<file path="config.mk">
export PLATFORM = sky130hd
export DESIGN_NAME = permission_mode_string_parser
export DESIGN_NICKNAME = d
export VERILOG_FILES = /design/src/sv/pmsp_pkg.sv /design/src/sv/pmsp_in_stage.sv /design/src/sv/pmsp_step.sv /design/src/sv/pmsp_out_stage.sv /design/src/sv/permission_mode_string_parser.sv
export SDC_FILE = /design/constraint.sdc
export NUM_CORES = 1
export LEC_CHECK = 0
export BUFFER_PORTS_ARGS = -buffer_cell sky130_fd_sc_hd__buf_2
export CORE_ASPECT_RATIO = 1.2
export CORE_UTILIZATION = 40
export CTS_CLUSTER_SIZE = 12
export DETAILED_ROUTE_END_ITERATION = 6
export GPL_ROUTABILITY_DRIVEN = 0
export PLACE_DENSITY_LB_ADDON = 0.15
export SLEW_MARGIN = 15
export SYNTH_ARGS = -nofsm -noshare
export SYNTH_HDL_FRONTEND = slang
export SYNTH_HIERARCHICAL = 1
export SYNTH_SLANG_ARGS = --single-unit
</file>
<file path="constraint.sdc">
create_clock -name i_clk -period 4.6 [get_ports i_clk]
set_input_delay 0.23 -clock i_clk [delete_from_list [all_inputs] [get_ports i_clk]]
set_output_delay 0.23 -clock i_clk [all_outputs]
set_load 0.005 [all_outputs]
</file>
<file path="src/sv/pmsp_pkg.sv">
// ----------------------------------------------------------------------------
// pmsp_pkg
// Types and constants of the permission mode string parser.
// ----------------------------------------------------------------------------
`timescale 1ns / 1ps
`default_nettype none

package pmsp_pkg;

    localparam logic [11:0] MODE_MASK  = 12'o7777;
    localparam logic [11:0] MASK_USER  = 12'o4700;
    localparam logic [11:0] MASK_GROUP = 12'o2070;
    localparam logic [11:0] MASK_OTHER = 12'o1007;
    localparam logic [11:0] BITS_SUID  = 12'o6000;
    localparam logic [11:0] BITS_READ  = 12'o0444;
    localparam logic [11:0] BITS_WRITE = 12'o0222;
    localparam logic [11:0] BITS_EXEC  = 12'o0111;
    localparam logic [11:0] BITS_STICKY = 12'o1000;
    localparam logic [11:0] UMASK_RESET = 12'o0022;

    localparam logic [1:0] OP_NONE = 2'd0;
    localparam logic [1:0] OP_ADD  = 2'd1;
    localparam logic [1:0] OP_SUB  = 2'd2;
    localparam logic [1:0] OP_SET  = 2'd3;

    localparam logic [1:0] ST_OK     = 2'd0;
    localparam logic [1:0] ST_SYNTAX = 2'd1;
    localparam logic [1:0] ST_RANGE  = 2'd2;

    localparam logic [7:0] CH_NUL   = 8'h00;
    localparam logic [7:0] CH_PLUS  = "+";
    localparam logic [7:0] CH_MINUS = "-";
    localparam logic [7:0] CH_EQ    = "=";
    localparam logic [7:0] CH_COMMA = ",";
    localparam logic [7:0] CH_U     = "u";
    localparam logic [7:0] CH_G     = "g";
    localparam logic [7:0] CH_O     = "o";
    localparam logic [7:0] CH_A     = "a";
    localparam logic [7:0] CH_R     = "r";
    localparam logic [7:0] CH_W     = "w";
    localparam logic [7:0] CH_X     = "x";
    localparam logic [7:0] CH_BIG_X = "X";
    localparam logic [7:0] CH_S     = "s";
    localparam logic [7:0] CH_T     = "t";

    typedef enum logic [2:0] {
        PH_START  = 3'd0,
        PH_SIGN   = 3'd1,
        PH_OCTAL  = 3'd2,
        PH_WHO    = 3'd3,
        PH_OPER   = 3'd4,
        PH_PERM   = 3'd5,
        PH_COPIED = 3'd6,
        PH_DONE   = 3'd7
    } t_phase;

    typedef struct packed {
        logic [11:0] orig_mode;
        logic [11:0] work_mode;
        logic [11:0] clause_mask;
        logic [11:0] perm_bits;
        logic [1:0]  pending_op;
        t_phase      phase;
        logic [1:0]  clause_len;
        logic [11:0] octal_accum;
        logic [1:0]  numeric_kind;
        logic [1:0]  error_code;
        logic        dir_latched;
    } t_pstate;

    typedef struct packed {
        logic [7:0]  ch;
        logic        first;
        logic        last;
        logic [11:0] start_mode;
        logic        is_dir;
    } t_item;

    typedef struct packed {
        logic [11:0] new_mode;
        logic [1:0]  status;
    } t_result;

endpackage

`default_nettype wire

</file>
<file path="src/sv/pmsp_in_stage.sv">
// ----------------------------------------------------------------------------
// pmsp_in_stage
// Input register: holds one character transaction until the parser takes it.
// ----------------------------------------------------------------------------
`timescale 1ns / 1ps
`default_nettype none

module pmsp_in_stage (
    input  wire logic           i_clk,
    input  wire logic           i_rst_n,
    input  wire logic           i_valid,
    output logic                o_ready,
    input  wire pmsp_pkg::t_item i_item,
    input  wire logic           i_take,
    output logic                o_valid,
    output pmsp_pkg::t_item     o_item
);

    logic            r_valid;
    pmsp_pkg::t_item r_item;

    assign o_ready = !r_valid || i_take;
    assign o_valid = r_valid;
    assign o_item  = r_item;

    always_ff @(posedge i_clk) begin
        if (!i_rst_n) begin
            r_valid <= 1'b0;
        end else if (i_valid && o_ready) begin
            r_valid <= 1'b1;
        end else if (i_take) begin
            r_valid <= 1'b0;
        end
    end

    always_ff @(posedge i_clk) begin
        if (i_valid && o_ready) begin
            r_item <= i_item;
        end
    end

endmodule

`default_nettype wire

</file>
<file path="src/sv/pmsp_step.sv">
// ----------------------------------------------------------------------------
// pmsp_step
// Parse state and umask registers; a character per cycle unless stalled.
// ----------------------------------------------------------------------------
`timescale 1ns / 1ps
`default_nettype none

module pmsp_step (
    input  wire logic            i_clk,
    input  wire logic            i_rst_n,
    input  wire logic            i_cfg_we,
    input  wire logic [11:0]     i_cfg_data,
    input  wire logic            i_item_valid,
    input  wire pmsp_pkg::t_item i_item,
    input  wire logic            i_out_free,
    output logic                 o_take,
    output logic                 o_res_valid,
    output pmsp_pkg::t_result    o_res
);

    logic [11:0]       r_umask;
    pmsp_pkg::t_pstate r_state;
    pmsp_pkg::t_pstate n_state;
    logic [1:0]        op;

    function automatic logic [1:0] f_op_code(input logic [7:0] c);
        logic [1:0] r;
        r = pmsp_pkg::OP_NONE;
        if (c == pmsp_pkg::CH_PLUS) r = pmsp_pkg::OP_ADD;
        else if (c == pmsp_pkg::CH_MINUS) r = pmsp_pkg::OP_SUB;
        else if (c == pmsp_pkg::CH_EQ) r = pmsp_pkg::OP_SET;
        return r;
    endfunction

    function automatic logic f_is_octal(input logic [7:0] c);
        return c[7:3] == 5'b00110;
    endfunction

    function automatic pmsp_pkg::t_pstate f_fail(input pmsp_pkg::t_pstate s);
        pmsp_pkg::t_pstate r;
        r = s;
        r.error_code = pmsp_pkg::ST_SYNTAX;
        r.phase = pmsp_pkg::PH_DONE;
        return r;
    endfunction

    function automatic pmsp_pkg::t_pstate f_bump(input pmsp_pkg::t_pstate s);
        pmsp_pkg::t_pstate r;
        r = s;
        if (r.clause_len < 2'd2) r.clause_len = r.clause_len + 2'd1;
        return r;
    endfunction

    function automatic pmsp_pkg::t_pstate f_apply_op(input pmsp_pkg::t_pstate s);
        pmsp_pkg::t_pstate r;
        logic [11:0] b;
        logic [11:0] keep;
        r = s;
        b = s.perm_bits & s.clause_mask;
        keep = s.dir_latched ? (s.work_mode & pmsp_pkg::BITS_SUID) : 12'd0;
        case (s.pending_op)
            pmsp_pkg::OP_ADD: r.work_mode = s.work_mode | b;
            pmsp_pkg::OP_SUB: r.work_mode = s.work_mode & ~b;
            pmsp_pkg::OP_SET: r.work_mode = (s.work_mode & ~s.clause_mask) | b | keep;
            default: r.work_mode = s.work_mode;
        endcase
        return r;
    endfunction

    function automatic pmsp_pkg::t_pstate f_end_clause(input pmsp_pkg::t_pstate s);
        pmsp_pkg::t_pstate r;
        logic bad;
        r = s;
        if (s.phase == pmsp_pkg::PH_WHO) bad = (s.clause_len != 2'd0);
        else bad = (s.clause_len < 2'd2);
        if (bad) begin
            r = f_fail(s);
        end else begin
            if (s.phase != pmsp_pkg::PH_WHO) r = f_apply_op(r);
            r.clause_len  = 2'd0;
            r.clause_mask = 12'd0;
            r.perm_bits   = 12'd0;
            r.pending_op  = pmsp_pkg::OP_NONE;
            r.phase       = pmsp_pkg::PH_WHO;
        end
        return r;
    endfunction

    function automatic pmsp_pkg::t_pstate f_begin_op(input pmsp_pkg::t_pstate s,
                                                     input logic [1:0] op_in,
                                                     input logic [11:0] umask);
        pmsp_pkg::t_pstate r;
        r = s;
        if (s.clause_len == 2'd0) r.clause_mask = pmsp_pkg::MODE_MASK & ~umask;
        r.pending_op = op_in;
        r.perm_bits  = 12'd0;
        r = f_bump(r);
        r.phase = pmsp_pkg::PH_OPER;
        return r;
    endfunction

    function automatic pmsp_pkg::t_pstate f_commit(input pmsp_pkg::t_pstate s);
        pmsp_pkg::t_pstate r;
        logic [11:0] keep;
        r = s;
        keep = s.dir_latched ? (s.orig_mode & pmsp_pkg::BITS_SUID) : 12'd0;
        if (s.error_code == pmsp_pkg::ST_OK) begin
            case (s.numeric_kind)
                pmsp_pkg::OP_ADD: r.work_mode = s.work_mode | s.octal_accum;
                pmsp_pkg::OP_SUB: r.work_mode = s.work_mode & ~s.octal_accum;
                pmsp_pkg::OP_SET: r.work_mode = s.octal_accum;
                default: r.work_mode = s.octal_accum | keep;
            endcase
        end
        r.phase = pmsp_pkg::PH_DONE;
        return r;
    endfunction

    function automatic pmsp_pkg::t_pstate f_symbolic(input pmsp_pkg::t_pstate s,
                                                     input logic [7:0] c,
                                                     input logic [11:0] umask);
        pmsp_pkg::t_pstate r;
        logic [1:0]  sop;
        logic [2:0]  v;
        logic        hit;
        logic [11:0] bits;
        r = s;
        sop = f_op_code(c);
        v = 3'd0;
        hit = 1'b1;
        bits = 12'd0;
        if (c == pmsp_pkg::CH_COMMA) begin
            r = f_end_clause(s);
        end else if (s.phase == pmsp_pkg::PH_WHO) begin
            if (c == pmsp_pkg::CH_U) begin
                r.clause_mask = s.clause_mask | pmsp_pkg::MASK_USER;
                r = f_bump(r);
            end else if (c == pmsp_pkg::CH_G) begin
                r.clause_mask = s.clause_mask | pmsp_pkg::MASK_GROUP;
                r = f_bump(r);
            end else if (c == pmsp_pkg::CH_O) begin
                r.clause_mask = s.clause_mask | pmsp_pkg::MASK_OTHER;
                r = f_bump(r);
            end else if (c == pmsp_pkg::CH_A) begin
                r.clause_mask = pmsp_pkg::MODE_MASK;
                r = f_bump(r);
            end else if (sop != pmsp_pkg::OP_NONE) begin
                r = f_begin_op(s, sop, umask);
            end else begin
                r = f_fail(s);
            end
        end else if (sop != pmsp_pkg::OP_NONE) begin
            r = f_begin_op(f_apply_op(s), sop, umask);
        end else begin
            r = f_bump(s);
            if (s.phase == pmsp_pkg::PH_OPER &&
                (c == pmsp_pkg::CH_U || c == pmsp_pkg::CH_G || c == pmsp_pkg::CH_O)) begin
                if (c == pmsp_pkg::CH_U) v = s.work_mode[8:6];
                else if (c == pmsp_pkg::CH_G) v = s.work_mode[5:3];
                else v = s.work_mode[2:0];
                r.perm_bits = {3'd0, v, v, v};
                r.phase = pmsp_pkg::PH_COPIED;
            end else begin
                case (c)
                    pmsp_pkg::CH_R: bits = pmsp_pkg::BITS_READ;
                    pmsp_pkg::CH_W: bits = pmsp_pkg::BITS_WRITE;
                    pmsp_pkg::CH_X: bits = pmsp_pkg::BITS_EXEC;
                    pmsp_pkg::CH_S: bits = pmsp_pkg::BITS_SUID;
                    pmsp_pkg::CH_T: bits = pmsp_pkg::BITS_STICKY;
                    pmsp_pkg::CH_BIG_X: begin
                        if (s.dir_latched || s.work_mode[6] || s.work_mode[3] ||
                            s.work_mode[0]) begin
                            bits = pmsp_pkg::BITS_EXEC;
                        end
                    end
                    default: hit = 1'b0;
                endcase
                if (hit && (s.phase == pmsp_pkg::PH_OPER || s.phase == pmsp_pkg::PH_PERM)) begin
                    r.perm_bits = r.perm_bits | bits;
                    r.phase = pmsp_pkg::PH_PERM;
                end else begin
                    r = f_fail(r);
                end
            end
        end
        return r;
    endfunction

    assign o_take = i_item_valid && (!i_item.last || i_out_free);
    assign op     = f_op_code(i_item.ch);

    // next state
    always_comb begin
        n_state = r_state;
        if (i_item.first || r_state.phase == pmsp_pkg::PH_START) begin
            n_state.orig_mode    = i_item.start_mode;
            n_state.work_mode    = i_item.start_mode;
            n_state.dir_latched  = i_item.is_dir;
            n_state.clause_mask  = 12'd0;
            n_state.perm_bits    = 12'd0;
            n_state.pending_op   = pmsp_pkg::OP_NONE;
            n_state.clause_len   = 2'd0;
            n_state.octal_accum  = 12'd0;
            n_state.numeric_kind = pmsp_pkg::OP_NONE;
            n_state.error_code   = pmsp_pkg::ST_OK;
            if (i_item.ch == pmsp_pkg::CH_NUL) begin
                n_state.phase = pmsp_pkg::PH_DONE;
            end else if (op != pmsp_pkg::OP_NONE) begin
                n_state.numeric_kind = op;
                n_state = f_begin_op(n_state, op, r_umask);
                n_state.phase = pmsp_pkg::PH_SIGN;
            end else if (f_is_octal(i_item.ch)) begin
                n_state.octal_accum = {9'd0, i_item.ch[2:0]};
                n_state.phase = pmsp_pkg::PH_OCTAL;
            end else begin
                n_state.phase = pmsp_pkg::PH_WHO;
                n_state = f_symbolic(n_state, i_item.ch, r_umask);
            end
        end else begin
            unique case (r_state.phase)
                pmsp_pkg::PH_SIGN: begin
                    if (f_is_octal(i_item.ch)) begin
                        n_state.octal_accum = {9'd0, i_item.ch[2:0]};
                        n_state.phase = pmsp_pkg::PH_OCTAL;
                    end else if (i_item.ch == pmsp_pkg::CH_NUL) begin
                        n_state = f_end_clause(r_state);
                        n_state.phase = pmsp_pkg::PH_DONE;
                    end else begin
                        n_state.phase = pmsp_pkg::PH_OPER;
                        n_state = f_symbolic(n_state, i_item.ch, r_umask);
                    end
                end
                pmsp_pkg::PH_OCTAL: begin
                    if (f_is_octal(i_item.ch)) begin
                        if (r_state.octal_accum[11:9] != 3'd0) begin
                            n_state.error_code = pmsp_pkg::ST_RANGE;
                        end else begin
                            n_state.octal_accum = {r_state.octal_accum[8:0], i_item.ch[2:0]};
                        end
                    end else begin
                        n_state = f_commit(r_state);
                    end
                end
                pmsp_pkg::PH_DONE: begin
                    n_state = r_state;
                end
                default: begin
                    if (i_item.ch == pmsp_pkg::CH_NUL) begin
                        n_state = f_end_clause(r_state);
                        n_state.phase = pmsp_pkg::PH_DONE;
                    end else begin
                        n_state = f_symbolic(r_state, i_item.ch, r_umask);
                    end
                end
            endcase
        end
        if (i_item.last) begin
            if (n_state.phase == pmsp_pkg::PH_OCTAL) begin
                n_state = f_commit(n_state);
            end else if (n_state.phase != pmsp_pkg::PH_DONE) begin
                n_state = f_end_clause(n_state);
            end
            n_state.phase = pmsp_pkg::PH_START;
        end
    end

    // outputs
    always_comb begin
        o_res_valid     = o_take && i_item.last;
        o_res.status    = n_state.error_code;
        o_res.new_mode  = (n_state.error_code != pmsp_pkg::ST_OK) ? 12'd0 : n_state.work_mode;
    end

    always_ff @(posedge i_clk) begin
        if (!i_rst_n) begin
            r_umask <= pmsp_pkg::UMASK_RESET;
        end else if (i_cfg_we) begin
            r_umask <= i_cfg_data;
        end
    end

    // all-zero state is the start-of-string phase
    always_ff @(posedge i_clk) begin
        if (!i_rst_n) begin
            r_state <= '0;
        end else if (o_take) begin
            r_state <= n_state;
        end
    end

endmodule

`default_nettype wire

</file>
<file path="src/sv/pmsp_out_stage.sv">
// ----------------------------------------------------------------------------
// pmsp_out_stage
// Result register: holds the mode and status until the result is taken.
// ----------------------------------------------------------------------------
`timescale 1ns / 1ps
`default_nettype none

module pmsp_out_stage (
    input  wire logic              i_clk,
    input  wire logic              i_rst_n,
    input  wire logic              i_res_valid,
    input  wire pmsp_pkg::t_result i_res,
    output logic                   o_free,
    output logic                   o_valid,
    input  wire logic              i_ready,
    output pmsp_pkg::t_result      o_res
);

    logic              r_valid;
    pmsp_pkg::t_result r_res;

    assign o_free  = !r_valid || i_ready;
    assign o_valid = r_valid;
    assign o_res   = r_res;

    always_ff @(posedge i_clk) begin
        if (!i_rst_n) begin
            r_valid <= 1'b0;
        end else if (i_res_valid) begin
            r_valid <= 1'b1;
        end else if (i_ready) begin
            r_valid <= 1'b0;
        end
    end

    always_ff @(posedge i_clk) begin
        if (i_res_valid) begin
            r_res <= i_res;
        end
    end

endmodule

`default_nettype wire

</file>
<file path="src/sv/permission_mode_string_parser.sv">
// ----------------------------------------------------------------------------
// permission_mode_string_parser
// Octal and symbolic mode string parser, a character a cycle unless stalled.
// ----------------------------------------------------------------------------
// Takes one character transaction per cycle while no last character waits on
// a stalled result. Each character is held in an input register, then
// updates the parse state register; that state register loop sets the rate.
// The result for a string is loaded into the result register at the edge
// where its last character leaves the input register and is offered until
// taken. A stalled result holds back a following last character and the
// input behind it; earlier characters keep flowing. The user must write umask
// through i_cfg_we / i_cfg_data while idle; the block does not enforce it.
`timescale 1ns / 1ps
`default_nettype none

module permission_mode_string_parser (
    input  wire logic        i_clk,
    input  wire logic        i_rst_n,
    input  wire logic        i_cfg_we,
    input  wire logic [11:0] i_cfg_data,
    input  wire logic        i_in_valid,
    output logic             o_in_ready,
    input  wire logic [7:0]  i_ch,
    input  wire logic        i_first,
    input  wire logic        i_last,
    input  wire logic [11:0] i_start_mode,
    input  wire logic        i_is_dir,
    output logic             o_out_valid,
    input  wire logic        i_out_ready,
    output logic [11:0]      o_new_mode,
    output logic [1:0]       o_status
);

    pmsp_pkg::t_item   in_item;
    pmsp_pkg::t_item   stg_item;
    pmsp_pkg::t_result res;
    pmsp_pkg::t_result out_res;
    logic              stg_valid;
    logic              take;
    logic              res_valid;
    logic              out_free;

    assign in_item.ch         = i_ch;
    assign in_item.first      = i_first;
    assign in_item.last       = i_last;
    assign in_item.start_mode = i_start_mode;
    assign in_item.is_dir     = i_is_dir;

    pmsp_in_stage u_in (
        .i_clk   (i_clk),
        .i_rst_n (i_rst_n),
        .i_valid (i_in_valid),
        .o_ready (o_in_ready),
        .i_item  (in_item),
        .i_take  (take),
        .o_valid (stg_valid),
        .o_item  (stg_item)
    );

    pmsp_step u_step (
        .i_clk        (i_clk),
        .i_rst_n      (i_rst_n),
        .i_cfg_we     (i_cfg_we),
        .i_cfg_data   (i_cfg_data),
        .i_item_valid (stg_valid),
        .i_item       (stg_item),
        .i_out_free   (out_free),
        .o_take       (take),
        .o_res_valid  (res_valid),
        .o_res        (res)
    );

    pmsp_out_stage u_out (
        .i_clk       (i_clk),
        .i_rst_n     (i_rst_n),
        .i_res_valid (res_valid),
        .i_res       (res),
        .o_free      (out_free),
        .o_valid     (o_out_valid),
        .i_ready     (i_out_ready),
        .o_res       (out_res)
    );

    assign o_new_mode = out_res.new_mode;
    assign o_status   = out_res.status;

endmodule

`default_nettype wire

</file>
Word-level counts from Yosys, hierarchy flattened
Cells that the tools add are included.
{"block": "classes", "add_sub_neg": 1, "magnitude_cmp": 2, "n_eq_ne": 38, "muxes": 150, "n_bitwise": 27, "n_reduce_logical": 35}
{"cell": "two-way mux 60 bit", "n": 17}
{"cell": "two-way mux 48 bit", "n": 12}
{"cell": "two-way mux 12 bit", "n": 29}
{"cell": "one-hot mux 60 bit (3 select lines)", "n": 1}
{"cell": "bitwise OR 12 bit", "n": 12}
{"cell": "one-hot mux 12 bit (3 select lines)", "n": 4}
{"cell": "AND 12 bit", "n": 8}
{"cell": "NOT 12 bit", "n": 7}
{"cell": "equality test 8 x 7 -> 1 bit, second input constant", "n": 10}
{"cell": "two-way mux 72 bit", "n": 1}
{"cell": "one-hot mux 12 bit (6 select lines)", "n": 1}
{"cell": "two-way mux 26 bit", "n": 2}
{"cell": "two-way mux 1 bit", "n": 44}
{"cell": "two-way mux 43 bit", "n": 1}
{"cell": "two-way mux 2 bit", "n": 21}
{"cell": "two-way mux 38 bit", "n": 1}
{"cell": "two-way mux 3 bit", "n": 11}
{"cell": "equality test 8 x 6 -> 1 bit, second input constant", "n": 4}
{"cell": "two-way mux 19 bit", "n": 1}
{"cell": "nonzero test 2 bit", "n": 9}
{"cell": "equality test 2 bit, second input constant", "n": 8}
{"cell": "two-way mux 5 bit", "n": 3}
{"cell": "equality test 3 x 2 -> 1 bit, second input constant", "n": 4}
{"cell": "logical OR 1 bit", "n": 10}
{"cell": "other kinds (17)", "n": 32}
{"block": "word_totals", "register_bits": 123, "inputBits": 40, "out_inout_bits": 16, "word_cells": 274}

Depth between registers and ports, before layout
{"block": "logic_depth", "word_depth": 35, "ltp_mapped": 15, "ltp_nobuf": 11}

Modules after synthesis
The synthesis kept the hierarchy.
{"mod": "pmsp_step", "n_inst": 1, "cells_each": 1108, "area_per_inst_um2": 7717.4, "seq_area_each_um2": 1481.4}
{"mod": "pmsp_in_stage", "n_inst": 1, "cells_each": 28, "area_per_inst_um2": 748.2, "seq_area_each_um2": 710.7}
{"mod": "pmsp_out_stage", "n_inst": 1, "cells_each": 18, "area_per_inst_um2": 469.2, "seq_area_each_um2": 440.4}

Least setup slack after synthesis
OpenSTA, ideal clock, no wires.
{"block": "synth_timing", "path_kind": "register -> register", "start": "register u_in.r_item (netlist bit u_in/o_item[19])", "end": "register u_out.r_res (netlist bit u_out/o_res[9]), data pin", "setup_ns": 0.257, "t_arrival_ns": 2.929, "required_time_ns": 4.343, "path_slack_ns": 1.414, "path_stages_with_launch": 15, "n_path_buf": 4, "period_less_slack_ns": 3.186, "path_cell_list": "edfxtp_1 -> buf_2 -> or4_4 -> or2_1 -> buf_2 -> buf_2 -> o211ai_1 -> a31oi_1 -> or2_1 -> buf_6 -> o211a_1 -> a2111oi_0 -> o32ai_1 -> nor2_1 -> nor2_1"}
{"block": "synth_between", "elab_chain_cells": 29, "word_cells_on_any_way": 159, "cone_classes": "order compare (1); eq/ne (25); mux (106); bitwise (14); reduce/logical (13)"}
{"item": "start: declaration", "line": "pmsp_in_stage.sv:20", "text": "pmsp_pkg::t_item r_item;"}
{"item": "start signal: assignment", "line": "pmsp_in_stage.sv:38", "text": "r_item <= i_item;"}
{"item": "equality test 8 x 7 -> 1 bit or equality test 8 x 6 -> 1 bit (tied branches)", "line": "pmsp_step.sv:164, pmsp_step.sv:31"}
{"item": "OR reduction 6 bit (no line) or two-way mux 2 bit (tied branches)"}
{"item": "two-way mux 1 bit or two-way mux 2 bit (tied branches)", "line": "pmsp_step.sv:164, pmsp_step.sv:30"}
{"item": "two-way mux 1 bit or two-way mux 2 bit (tied branches)", "line": "pmsp_step.sv:156, pmsp_step.sv:29"}
{"item": "two-way mux 1 bit or two-way mux 2 bit (tied branches)", "line": "pmsp_step.sv:152, pmsp_step.sv:212"}
{"item": "two-way mux 1 bit or two-way mux 2 bit (tied branches)", "line": "pmsp_step.sv:134, pmsp_step.sv:208"}
{"item": "two-way mux 1 bit or two-way mux 2 bit (tied branches)", "line": "pmsp_step.sv:132, pmsp_step.sv:206"}
{"item": "two-way mux 1 bit or two-way mux 2 bit (tied branches)", "line": "pmsp_step.sv:248, pmsp_step.sv:195"}
{"item": "(+13 left out)"}
{"item": "two-way mux 1 bit or bitwise OR 12 bit (tied branches)", "line": "pmsp_step.sv:260, pmsp_step.sv:64"}
{"item": "two-way mux 1 bit or bitwise OR 12 bit (tied branches)", "line": "pmsp_step.sv:258, pmsp_step.sv:64"}
{"item": "two-way mux 1 bit or one-hot mux 12 bit (3 select lines) (tied branches)", "line": "pmsp_step.sv:257, pmsp_step.sv:61"}
{"item": "two-way mux 60 bit, on equally long branches", "line": "pmsp_step.sv:76, pmsp_step.sv:79"}
{"item": "two-way mux 60 bit, on equally long branches", "line": "pmsp_step.sv:260, pmsp_step.sv:76"}
{"item": "two-way mux 60 bit, on equally long branches", "line": "pmsp_step.sv:258, pmsp_step.sv:260"}
{"item": "two-way mux 60 bit *", "line": "pmsp_step.sv:257", "text": "if (i_item.last) begin"}
{"item": "nonzero test 2 bit or two-way mux 60 bit (tied branches)", "line": "pmsp_step.sv:271, pmsp_step.sv:257"}
{"item": "end signal: assignment", "line": "pmsp_out_stage.sv:38", "text": "r_res <= i_res;"}
{"item": "end: declaration", "line": "pmsp_out_stage.sv:20", "text": "pmsp_pkg::t_result r_res;"}
Every way passes the cells marked *; elsewhere a longest branch is shown, timed or not. The select of a mux whose other input is x is not followed.
A chain may end at the register's enable or synchronous reset.

Worst setup path in the final report
{"block": "layout_timing", "start": "register u_step/r_state[21] in the netlist's numbering", "end": "register u_out.r_res (netlist bit u_out/o_res[6]), data pin"}
{"block": "layout_between", "elab_chain_cells": 21, "word_cells_on_any_way": 87, "cone_classes": "order compare (1); eq/ne (17); mux (49); bitwise (12); reduce/logical (8)"}
{"item": "start: declaration", "line": "pmsp_step.sv:22", "text": "pmsp_pkg::t_pstate r_state;"}
{"item": "start signal: assignment", "line": "pmsp_step.sv:287", "text": "r_state <= n_state;"}
{"item": "equality test 3 x 2 -> 1 bit (tied with other cells)", "line": "pmsp_step.sv:74, pmsp_step.sv:134"}
{"item": "two-way mux 1 bit or logical OR 1 bit (tied branches)", "line": "pmsp_step.sv:74, pmsp_step.sv:178"}
{"item": "two-way mux 1 bit (tied with other cells)", "line": "pmsp_step.sv:132", "text": "if (c == pmsp_pkg::CH_COMMA) begin"}
{"item": "two-way mux 1 bit (tied with other cells)", "line": "pmsp_step.sv:248", "text": "if (i_item.ch == pmsp_pkg::CH_NUL) begin"}
{"item": "two-way mux 1 bit or two-way mux 3 bit (tied branches)", "line": "pmsp_step.sv:220, pmsp_step.sv:156"}
{"item": "two-way mux 1 bit or two-way mux 60 bit (tied branches)", "line": "pmsp_step.sv:195, pmsp_step.sv:152"}
{"item": "two-way mux 60 bit, on equally long branches", "line": "pmsp_step.sv:76, pmsp_step.sv:134"}
{"item": "two-way mux 60 bit, on equally long branches", "line": "pmsp_step.sv:132, pmsp_step.sv:225"}
{"item": "(+5 left out)"}
{"item": "two-way mux 1 bit or bitwise OR 12 bit (tied branches)", "line": "pmsp_step.sv:260, pmsp_step.sv:64"}
{"item": "two-way mux 1 bit or bitwise OR 12 bit (tied branches)", "line": "pmsp_step.sv:258, pmsp_step.sv:64"}
{"item": "two-way mux 1 bit or one-hot mux 12 bit (3 select lines) (tied branches)", "line": "pmsp_step.sv:257, pmsp_step.sv:61"}
{"item": "two-way mux 60 bit, on equally long branches", "line": "pmsp_step.sv:76, pmsp_step.sv:79"}
{"item": "two-way mux 60 bit, on equally long branches", "line": "pmsp_step.sv:260, pmsp_step.sv:76"}
{"item": "two-way mux 60 bit, on equally long branches", "line": "pmsp_step.sv:258, pmsp_step.sv:260"}
{"item": "two-way mux 60 bit *", "line": "pmsp_step.sv:257"}
{"item": "nonzero test 2 bit or two-way mux 60 bit (tied branches)", "line": "pmsp_step.sv:271, pmsp_step.sv:257"}
Marks and branches as above.

==> flow_summary.toml <==
[clocking]
post_cts_buffers = 0
cts_max_path_buffers = 2
cts_tree = "yes"
cts-buffers-inserted = 17
cts.clk_slew.worst_paths_ns = 0.06
clock_sinks = 113
root_buffer = "clkbuf_16"
clkLatencyLatePin_ns = 0.43
h-tree-depth = 4

[power_and_ir_drop]
p_leak_nw = 3.823
power.total_w = 0.003094
power_density_nw_per_um2 = 293.5
ir_drop_uv = 241.7

[placement]
dp_hpwl_mm = 29.73
io_buffers = 55
dpl.cell_count = 1472

[logic_synthesis]
ys_types = 98
synth_nets = 1196
ys_seq_area_share_pct = 29.46
ys_top_cells_by_area = "dfxtp_1, edfxtp_1, o21ai_0, nand2_1, a21oi_1"
yosys.area.top_type = "dfxtp_1"
synth_top_area_share_pct = 17.03
synth_warnings = 6
syn_area_um2 = 8935
async_reset_ff_share_pct = 0
synth_area_per_cell_um2 = 7.742
synthFlopType = "dfxtp_1"
ys_seq_elements = 113
synth-edff-count = 37
syn_inst = 1154

[critical_path]
rr_startpoint = "u_step/r_state[21]$_SDFFE_PN0P_"
worst_setup_path_start_kind = "register"
critPathMaxFanout = 25
path_class = "register to register"
r2r_slack_ns = 0.19
r2r_end = "u_out/o_res[6]$_DFFE_PP_"
cp-end-kind = "register"
rr_worst_depth = 10
worstPathArrival_ns = 4.57
setup.worst_path.start = "u_step/r_state[21]$_SDFFE_PN0P_"
cp.required_ns = 4.76

[route]
drc = 30
met1_length_mm = 15.63
final_antenna_net_count = 0
top_layer = "met5"
viasPerCell = 6.881
routed_wl_mm = 41.46
first_pass_iters = 7
num_vias = 10507
wl_per_cell_um = 27.15
drtIter0Drc = 1572
wl_met3_mm = 4.730
met2WireLength_mm = 17.80

[hold_path]
worstHoldStart = "i_cfg_data[1]"
hold_class = "input port to register"
hold_end = "u_step/r_umask[1]$_SDFFE_PN1P_"
whs_path_depth = 3

[timing]
drv_slew = 0
skew_ns = 0.009320
setup_tns_ns = 0
slew_headroom_pct = 20.04
timing.final.crit_share_pct = 95.89
tightestPinTransition_ns = 1.188
hold-worst-slack_ns = 0.01853
grt_setup_unrepaired = "false"
final-setup-viol-count = 0
min_period_ns = 4.411
timing.fmax_mhz = 226.7
hold_viol_final = 0

[layout]
diodes = 0
filler_cell_count = 2123
finalNetCount = 1282
syn2layout_area_growth_pct = 17.98
drive_above_1_share_pct = 15.96
final_cells = 1527

[flow_run]
drv_cap = 0

[status]
failed_checks = "design-rule violations"
outcome = "finished, violations left"

[global_route]
grt_pass1_wl_mm = 62.43
grt_use_total_pct = 36.57
overflow = 0
grt_antenna_before_repair = 2
grt_pass1_vias = 9703
grt_max_degree = 50

[floorplanning]
start_util_pct = 41.03
die-area_um2 = 22940
rows = 59
coreArea_um2 = 21780
die_height_um = 165.7
io-pin-count = 56
dieWidth_um = 138.4
==> final cells by class <==
cell class              count  area (µm²)  share of cell area [%]
multi-input cells         933        5846                   55.45
clock buffers              19       432.9                   4.107
clock inverters            13       136.4                   1.294
flip-flops and latches    113        2633                   24.97
repair buffers            153        1069                   10.14
inverters                  22       82.58                  0.7834
well taps                 274       342.8                   3.252
==> cell usage after synthesis (all sizes together) (6+ instances only) <==
master	instances
edfxtp	37
a221oi	6
clkbuf	56
a22oi	17
a21o	8
o31ai	15
a211oi	27
a21boi	13
o32ai	6
o221ai	7
buf	30
o22ai	7
nor2b	32
nor4	7
o211ai	32
a2111oi	8
and2	14
mux2i	23
a21oi	83
nor2	100
a22o	16
a32o	6
o21a	12
o211a	14
nor3b	9
nand2	129
o2111ai	11
inv	21
or3	10
or2	8
nand2b	9
nand3	18
a32oi	16
a31oi	15
o21ai	113
dfxtp	76
and3	9
nor3	35
==> worst max-delay path: stages (launching register included) <==
cell	delay, ns
dfxtp_1	0.84
and3b_1	0.30
mux2i_1	0.48
o21ai_1	0.29
a31oi_1	0.39
or2_1	0.64
nor4_1	0.14
a31o_2	0.24
nor4b_1	0.49
o211a_1	0.26
nor2_1	0.05
==> state kept, by name, indices dropped and copies added (netlist names) <==
signal          count
u_step/r_state     62
u_in/o_item        23
u_out/o_res        14
u_step/r_umask     12
u_in/o_valid        1
u_out/o_valid       1
==> cell usage in the layout, fill, tap and decap left out, types with 16 or more instances in the layout <==
master and n:
nand2_1 129, edfxtp_1 37, nor2b_1 32, dlygate4sd3_1 23
a211oi_1 25, clkbuf_16 17, nand3_1 18, o211ai_1 32
a21oi_1 82, dfxtp_1 76, buf_4 75, nor3_1 33
a32oi_1 16, mux2i_1 23, a22oi_1 17, o21ai_0 102
buf_2 55, inv_1 21, a22o_1 16, nor2_1 98
==> routing by layer <==
layer	track usage [%]	vias up
met3	8.991	211
met5	0	-
met4	24.67	2
met1	45.39	4885
met2	56.06	785
li1	-	4624
==> cells by family (layout without fill, tap and decap cells) <==
family,Yosys count,after routing,synth area share (%)
multiplexers,28,28,3.207
buffers and inverters,108,207,5.237
AO/OA/AOI/OAI,485,485,37.96
flip-flops,113,113,29.46
AND/OR/NAND/NOR,410,410,23.05
XOR/XNOR,7,7,0.6862
adder cells (fa/ha/maj),3,3,0.3921
==> timing repair <==
action,CTS,global route
hold buffers,23,0
setup endpoints to repair,0,1
endpoints found under the hold margin,23,0
resized for setup,0,1
==> report_power, final <==
group	total (W)	internal (W)	switching, W
registers	0.00116	0.00108	0.0000855
clock network	0.00133	0.000796	0.000538
logic	0.000595	0.000217	0.000378
total	0.00309	0.00209	0.00100
==> stage by stage <==
stage / instance area, µm² / util [%] / setup slack (ns)
CTS: 10540 / 48.38 / 0.4114
finish: 10540 / 48.41 / 0.1888
global placement: 9737 / 44.71 / 0.4490
detailed placement: 9737 / 44.71 / 0.4409
global route: 10540 / 48.41 / 0.05256
floorplan: 8935 / - / 1.414
==> worst max path at each step <==
| stage | endpoint | slack, ns | cells after the start |
|---|---|---|---|
| final | u_out/o_res[6]$_DFFE_PP_ | 0.19 | 10 |
| after detailed placement | u_out/o_res[6]$_DFFE_PP_ | 0.44 | 10 |
| after CTS | u_out/o_res[6]$_DFFE_PP_ | 0.41 | 10 |
| after global routing | u_out/o_res[6]$_DFFE_PP_ | 0.05 | 11 |
| after global placement | u_out/o_res[6]$_DFFE_PP_ | 0.45 | 10 |
| after floorplan | u_out/o_res[9]$_DFFE_PP_ | 1.41 | 14 |
No activity file was read; power rests on OpenSTA's default activity.
